**config.mk**
```make
export PLATFORM = sky130hd
export DESIGN_NAME = distinct_symbol_window_detector_unit
export DESIGN_NICKNAME = d
export VERILOG_FILES = /design/src/rtl/dswd_pkg.sv /design/src/rtl/dswd_pos_ram.sv /design/src/rtl/distinct_symbol_window_detector_unit.sv
export SDC_FILE = /design/constraint.sdc
export NUM_CORES = 1
export LEC_CHECK = 0
export BUFFER_PORTS_ARGS = -buffer_cell sky130_fd_sc_hd__buf_4
export CAP_MARGIN = 10
export CORE_AREA = 2 2 228 230
export CTS_BUF_LIST = sky130_fd_sc_hd__clkbuf_8
export DETAILED_ROUTE_END_ITERATION = 7
export DIE_AREA = 0 0 230 232
export PLACE_DENSITY = 0.7
export SLEW_MARGIN = 30
export SYNTH_ARGS = -nofsm -noshare
export SYNTH_HDL_FRONTEND = slang
export SYNTH_HIERARCHICAL = 1
export SYNTH_SLANG_ARGS = --single-unit
```
**constraint.sdc**
```tcl
create_clock -name clk_i -period 5.5 [get_ports clk_i]
set_clock_uncertainty 0.15 [all_clocks]
set_input_delay 1.1 -clock clk_i [delete_from_list [all_inputs] [get_ports clk_i]]
set_output_delay 1.1 -clock clk_i [all_outputs]
set_load 0.005 [all_outputs]
```
**src/rtl/dswd_pkg.sv**
```systemverilog
// Shared constants, status codes and types for the distinct symbol window detector.
package dswd_pkg;

  localparam int unsigned ALPHABET   = 26;
  localparam int unsigned MAX_STRING = 65535;

  localparam int unsigned LETTER_W = 5;
  localparam int unsigned POS_W    = 16;
  localparam int unsigned RUN_W    = 5;
  localparam int unsigned WIN_W    = 5;
  localparam int unsigned STAT_W   = 3;

  localparam logic [WIN_W-1:0] WINDOW_RESET = WIN_W'(4);

  typedef enum logic [STAT_W-1:0] {
    ST_SEARCH   = 3'd0,
    ST_FOUND    = 3'd1,
    ST_ENDED    = 3'd2,
    ST_IGNORED  = 3'd3,
    ST_OVERFLOW = 3'd4
  } status_e;

  // One write into the position table; also the shape of the bypass register.
  typedef struct packed {
    logic                en;
    logic [LETTER_W-1:0] addr;
    logic [POS_W-1:0]    data;
  } pos_wr_t;

endpackage

```
**src/rtl/dswd_pos_ram.sv**
```systemverilog
// Last-seen position table: one write port, one read port, registered read data.
module dswd_pos_ram (
  input  logic                           clk_i,
  input  logic                           rd_en_i,
  input  logic [dswd_pkg::LETTER_W-1:0]  rd_addr_i,
  output logic [dswd_pkg::POS_W-1:0]     rd_data_o,
  input  dswd_pkg::pos_wr_t              wr_i
);
  import dswd_pkg::*;

  logic [POS_W-1:0] mem_q [ALPHABET];
  logic [POS_W-1:0] rd_data_q;

  always_ff @(posedge clk_i) begin
    if (wr_i.en) begin
      mem_q[wr_i.addr] <= wr_i.data;
    end
  end

  always_ff @(posedge clk_i) begin
    if (rd_en_i) begin
      rd_data_q <= mem_q[rd_addr_i];
    end
  end

  assign rd_data_o = rd_data_q;

endmodule

```
**src/rtl/distinct_symbol_window_detector_unit.sv**
```systemverilog
// Top level of the distinct symbol window detector.
//
// Usage:
//   Input channel (in_valid_i / in_ready_o) moves one symbol beat: a letter
//   index, a string start flag and a string end flag. Output channel
//   (out_valid_o / out_ready_i) moves exactly one status beat per symbol,
//   in order, with the 1-based marker position when the status is found.
//   Config channel (cfg_valid_i / cfg_ready_o) writes window_length; it is
//   always ready and is meant to be written while the block is idle.
// Pipeline and throughput:
//   The accepting edge issues the table read and loads the compute stage,
//   which loads the output register when it commits. One symbol per cycle
//   is sustained unless the output stalls: the read-modify-write of run
//   length, position and last-seen entry closes when the compute stage
//   commits, and a bypass register covers a back-to-back same-letter repeat.
// Reset:
//   Clears the valid bits, run length, position, marker flag and pipeline
//   valids, and loads window_length with 4. Table contents need no clear.
// Stall:
//   A held output beat keeps the compute stage full; the input then stalls
//   once that stage is full too. No beat is lost or repeated.
module distinct_symbol_window_detector_unit (
  input  logic                           clk_i,
  input  logic                           rst_ni,
  input  logic                           cfg_valid_i,
  output logic                           cfg_ready_o,
  input  logic [dswd_pkg::WIN_W-1:0]     cfg_window_length_i,
  input  logic                           in_valid_i,
  output logic                           in_ready_o,
  input  logic [dswd_pkg::LETTER_W-1:0]  letter_index_i,
  input  logic                           string_start_i,
  input  logic                           string_end_i,
  output logic                           out_valid_o,
  input  logic                           out_ready_i,
  output logic [dswd_pkg::STAT_W-1:0]    status_o,
  output logic [dswd_pkg::POS_W-1:0]     marker_position_o
);
  import dswd_pkg::*;

  // Configuration register.
  logic [WIN_W-1:0] window_q;

  // Compute stage holding the symbol whose table read is in flight.
  logic                s1_valid_q;
  logic [LETTER_W-1:0] s1_letter_q;
  logic                s1_start_q;
  logic                s1_end_q;

  // String state.
  logic [RUN_W-1:0] run_q, run_d;
  logic [POS_W-1:0] pos_q, pos_d;
  logic             done_q, done_d;
  logic             seen_q [ALPHABET];

  // Output register.
  logic             out_valid_q;
  status_e          status_q, status_d;
  logic [POS_W-1:0] mpos_q, mpos_d;

  // Table access.
  logic             in_accept;
  logic             commit;
  logic             rd_en;
  logic [POS_W-1:0] rd_data;
  pos_wr_t          wr;
  pos_wr_t          fwd_q;

  // Compute stage working values.
  logic             s1_in_range;
  logic             hit_valid;
  logic [RUN_W-1:0] run_cur;
  logic [RUN_W-1:0] run_inc;
  logic [POS_W-1:0] pos_cur;
  logic             done_cur;
  logic [POS_W-1:0] last_pos;
  logic [POS_W-1:0] gap;

  assign cfg_ready_o = 1'b1;

  // Advance the compute stage when the output register is free or draining.
  assign commit     = s1_valid_q && (!out_valid_q || out_ready_i);
  assign in_ready_o = !s1_valid_q || commit;
  assign in_accept  = in_valid_i && in_ready_o;

  // Skip the read for letters outside the alphabet; their data is never used.
  assign rd_en = in_accept && (letter_index_i < LETTER_W'(ALPHABET));

  dswd_pos_ram u_pos_ram (
    .clk_i     (clk_i),
    .rd_en_i   (rd_en),
    .rd_addr_i (letter_index_i),
    .rd_data_o (rd_data),
    .wr_i      (wr)
  );

  always_ff @(posedge clk_i or negedge rst_ni) begin
    if (!rst_ni) begin
      window_q <= WINDOW_RESET;
    end else if (cfg_valid_i && cfg_ready_o) begin
      window_q <= cfg_window_length_i;
    end
  end

  // Capture the symbol together with the write that lands on the same edge
  // as its read, so a same-letter repeat sees the fresh position.
  always_ff @(posedge clk_i or negedge rst_ni) begin
    if (!rst_ni) begin
      s1_valid_q <= 1'b0;
      fwd_q      <= '0;
    end else if (in_ready_o) begin
      s1_valid_q <= in_valid_i;
      fwd_q      <= wr;
    end
  end

  always_ff @(posedge clk_i) begin
    if (in_ready_o) begin
      s1_letter_q <= letter_index_i;
      s1_start_q  <= string_start_i;
      s1_end_q    <= string_end_i;
    end
  end

  // Read-modify-write of the string state for the symbol in the compute stage.
  always_comb begin
    s1_in_range = s1_letter_q < LETTER_W'(ALPHABET);
    run_cur     = s1_start_q ? '0 : run_q;
    pos_cur     = s1_start_q ? '0 : pos_q;
    done_cur    = s1_start_q ? 1'b0 : done_q;
    hit_valid   = 1'b0;
    if (s1_in_range && !s1_start_q) begin
      hit_valid = seen_q[s1_letter_q];
    end
    last_pos = (fwd_q.en && (fwd_q.addr == s1_letter_q)) ? fwd_q.data : rd_data;
    gap      = pos_cur - last_pos;
    run_inc  = run_cur + RUN_W'(1);

    run_d    = run_cur;
    pos_d    = pos_cur;
    done_d   = done_cur;
    status_d = ST_SEARCH;
    mpos_d   = '0;
    wr.en    = 1'b0;
    wr.addr  = s1_letter_q;
    wr.data  = pos_cur;

    priority if (done_cur) begin
      status_d = ST_IGNORED;
    end else if (pos_cur >= POS_W'(MAX_STRING)) begin
      status_d = ST_OVERFLOW;
    end else begin
      pos_d    = pos_cur + POS_W'(1);
      status_d = s1_end_q ? ST_ENDED : ST_SEARCH;
      if (!s1_in_range) begin
        run_d = '0;
      end else begin
        wr.en = commit;
        if (hit_valid && (gap <= POS_W'(run_cur))) begin
          run_d = gap[RUN_W-1:0];
        end else begin
          run_d = run_inc;
          if (run_inc == window_q) begin
            done_d   = 1'b1;
            status_d = ST_FOUND;
            mpos_d   = pos_cur + POS_W'(1);
          end
        end
      end
    end
  end

  always_ff @(posedge clk_i or negedge rst_ni) begin
    if (!rst_ni) begin
      run_q  <= '0;
      pos_q  <= '0;
      done_q <= 1'b0;
      for (int k = 0; k < ALPHABET; k++) begin
        seen_q[k] <= 1'b0;
      end
    end else if (commit) begin
      run_q  <= run_d;
      pos_q  <= pos_d;
      done_q <= done_d;
      for (int k = 0; k < ALPHABET; k++) begin
        if (wr.en && (wr.addr == LETTER_W'(k))) begin
          seen_q[k] <= 1'b1;
        end else if (s1_start_q) begin
          seen_q[k] <= 1'b0;
        end
      end
    end
  end

  // Output register: load on commit, drop the beat once taken.
  always_ff @(posedge clk_i or negedge rst_ni) begin
    if (!rst_ni) begin
      out_valid_q <= 1'b0;
    end else if (commit) begin
      out_valid_q <= 1'b1;
    end else if (out_ready_i) begin
      out_valid_q <= 1'b0;
    end
  end

  always_ff @(posedge clk_i) begin
    if (commit) begin
      status_q <= status_d;
      mpos_q   <= mpos_d;
    end
  end

  assign out_valid_o       = out_valid_q;
  assign status_o          = status_q;
  assign marker_position_o = mpos_q;

endmodule

```
==> flow_summary.ini <==
[run_status]
status = finished clean

[detailed_routing]
drt_pre_antenna_iters = 5
wl_um = 53200
wire_per_inst_um = 23.3
vias = 13095
drc = 0
dr.first_iter.drc_count = 1454
ant_nets = 0
via_per_inst = 5.73

[final_layout]
drive_gt1_share_pct = 22.1
antennaDiodeCount = 0
fin_nets = 1589
area_growth_pct = 12.5
final_util_pct = 50.4

[clock_tree]
cts_setup_buffers = 0
cts.sinks = 535
cts-buffers-inserted = 87
cts_tree = built
htreeDepth = 3
cts_buffer_depth = 3
root_buffer = clkbuf_8
clk_pin_slew_worst_paths_ns = 0.06
clk_latency_ns = 0.68

[place]
hpwl_um = 32200
gp_congestion = 0.897
portBuffers = 37
pre_cts_ws_ns = 0.411

[yosys]
synth_common_cells = 458 x edfxtp_1, 140 x nand2_1, 104 x mux2i_1
synth-seq-cells = 535
synth.net_count = 1473
synth_xor_area_share_pct = 1.27
synth_enable_flop_cells = 458
netlist_area_um2 = 22800
synth-compound-area-share_pct = 6.48
yosysMostFrequentCell = edfxtp_1
yosys.area.top_type = edfxtp_1
synth_cells = 1433
syn_area_per_cell_um2 = 15.9
synthFlopType = edfxtp_1
synth_simple_gate_area_share_pct = 7.08
yosysWarnings = 6
synth_area_leaders = edfxtp_1 60%, dfrtp_1 8.4%, mux4_2 6.5%, mux2i_1 4.6%, nand2_1 2.3%
ys_seq_area_share_pct = 68.9
yosys.area.top_type_share_pct = 60.4
synthAdderAreaFrac_pct = 1.30
async_reset_ff_share_pct = 14.4
synthMuxAreaShare_pct = 12.9
synth_top_family_by_area = multiplexers
synthDistinctLibCells = 74

[power]
peakVddDrop_uv = 176
switching_share_pct = 24.8
total_power_mw = 8.69
p_seq_share_pct = 53.5
internal_power_mw = 6.53
clkPwrFrac_pct = 36.3
pwr-share-comb_pct = 10.2
power_switching_mw = 2.16
p_leak_nw = 8.97
power.density_nw_per_um2 = 339

[sta]
fmax_mhz = 195
hold_violations = 0
tns_ns = 0
relSlewSlack_pct = 37.6
setup_viol = 0
post-route-period-util_pct = 93.4
rsz0062_at_grt = true
slew_viol_final = 0
worst_pin_slew_ns = 0.929
holdWs_ns = 0.159
fin_crit_ns = 5.14
setup_slack_ns = 0.364

[critical_path]
crit_type = reg2reg
critPathMaxFanout = 8
worst_ep_required_time_ns = 5.90
critPathLaunchType = flop
cp.arrival_ns = 5.54
endpoint_kind = flop

[global_routing]
top_usage_layer = met2
grt_usage_pct = 20.3
grt_pass1_wl_um = 81000
met3_usage_pct = 4.73
met1_usage_pct = 27.1
grt_max_degree = 67
grt_antenna_before_repair = 0
first_global_vias = 13142
grt-ovfl-total = 0
met2_usage_pct = 32.6

[die]
die_area_um2 = 53400
ios = 39
coreArea_um2 = 50900
die_y_um = 232
die_x_um = 230
start_util_pct = 44.8
num_rows = 83

[min_path]
hold_path.class = in2async

[flow_run]
cap_violations = 0
-- routing by layer --
| metal | routed length, µm | part of all wire [%] |
|---|---|---|
| met1 | 21700 | 41 |
| met2 | 25600 | 48 |
| met3 | 4100 | 7.7 |
| met4 | 1740 | 3.3 |
| met5 | 0 | 0 |
-- what timing repair did --
item                                   CTS  global route
hold buffers                             0             0
setup endpoints to repair                0             9
gates resized for setup                  0             1
endpoints found under the hold margin    0             0
-- layout make-up --
cell class              instances  area [µm²]
flip-flops and latches        535       15700
clock buffers                  92        1270
repair buffers                103         792
well taps                     680         851
fillers                      4199       25300
multi-input cells             804        6660
clock inverters                55         308
inverters                      18        67.6
-- layout by cell type (no fill, tap or decap), types with 5 or more instances in the layout --
master and instances:
edfxtp_1 458, nand2_1 139, mux2i_1 104, buf_4 101, clkbuf_8 93, dfrtp_1 76, mux4_2 66, nor2_1 60
o21ai_0 56, inv_1 50, nand3_1 42, a22oi_1 33, a21oi_1 25, a31oi_1 22, ha_1 22, xnor2_1 21
mux2_2 19, o211ai_2 16, nand2b_1 13, nor2b_2 13, xor2_1 12, a21o_1 11, and3_1 10, a22o_1 10
nor2b_1 9, nor2_2 9, clkinv_2 8, clkinv_1 7, nand3b_1 7, nor3_1 7, nand4_1 5, mux2_4 5
-- kinds of logic (layout without fill, tap and decap cells) --
logic type | count (synthesis) | in the layout
flip-flops | 535 | 535
XOR/XNOR | 33 | 33
buffers and inverters | 94 | 268
other | 1 | 1
AO/OA/AOI/OAI | 207 | 207
multiplexers | 199 | 199
AND/OR/NAND/NOR | 341 | 341
adder cells (fa/ha/maj) | 23 | 23
-- flip-flops by register name (all words and copies together), names as in the netlist --
register             count
done_q                   1
fwd_q                   22
marker_position_o       16
out_valid_o              1
pos_q                   16
run_q                    5
s1_end_q                 1
s1_letter_q              5
s1_start_q               1
s1_valid_q               1
seen_q                  26
status_o                 3
u_pos_ram/mem_q        416
u_pos_ram/rd_data_o     16
window_q                 5
-- worst max-delay path, stage by stage, from the launching register on --
cell       delay (ns)
edfxtp_1         0.41
xnor2_1          0.20
nand4_1          0.20
nor2_1           0.24
buf_4            0.23
mux2i_1          0.35
ha_1             0.29
nor2b_1          0.15
o21a_1           0.17
nor2_1           0.12
xnor2_1          0.18
ha_1             0.31
a211oi_1         0.22
a21oi_1          0.10
a2111oi_0        0.38
o211a_1          0.21
nand4_1          0.24
nor2_2           0.32
mux2_1           0.36
a22o_1           0.19
-- worst paths after layout --
kind,startpoint,to,slack (ns),depth (start not counted)
setup / recovery,s1_letter_q[4],run_q[4],0.36,19
hold / removal,rst_ni,window_q[4],0.16,1
setup reg to reg,s1_letter_q[4],run_q[4],0.36,19
hold reg to reg,fwd_q[3],fwd_q[3],0.32,2
max in group asynchronous,rst_ni,seen_q[5],3.93,2
min in group clk_i,fwd_q[3],fwd_q[3],0.32,2
-- power by group through the flow --
stage | Clock (mW) | Sequential (mW) | Combinational, mW
2_1_floorplan | 0 | 4.70 | 0.590
3_3_place_gp | 0 | 4.73 | 0.865
3_5_place_dp | 0 | 4.73 | 0.884
4_1_cts | 3.23 | 4.65 | 0.888
5_1_grt | 3.41 | 4.66 | 0.971
6_report | 3.15 | 4.65 | 0.889
-- through the flow --
stage / instances / cell area (µm²)
2_1_floorplan: 1433 / 22800
3_3_place_gp: 2140 / 24000
3_5_place_dp: 2140 / 24000
4_1_cts: 2287 / 25600
5_1_grt: 2287 / 25600
6_report: 2287 / 25600
No activity file was read; power rests on OpenSTA's default activity.
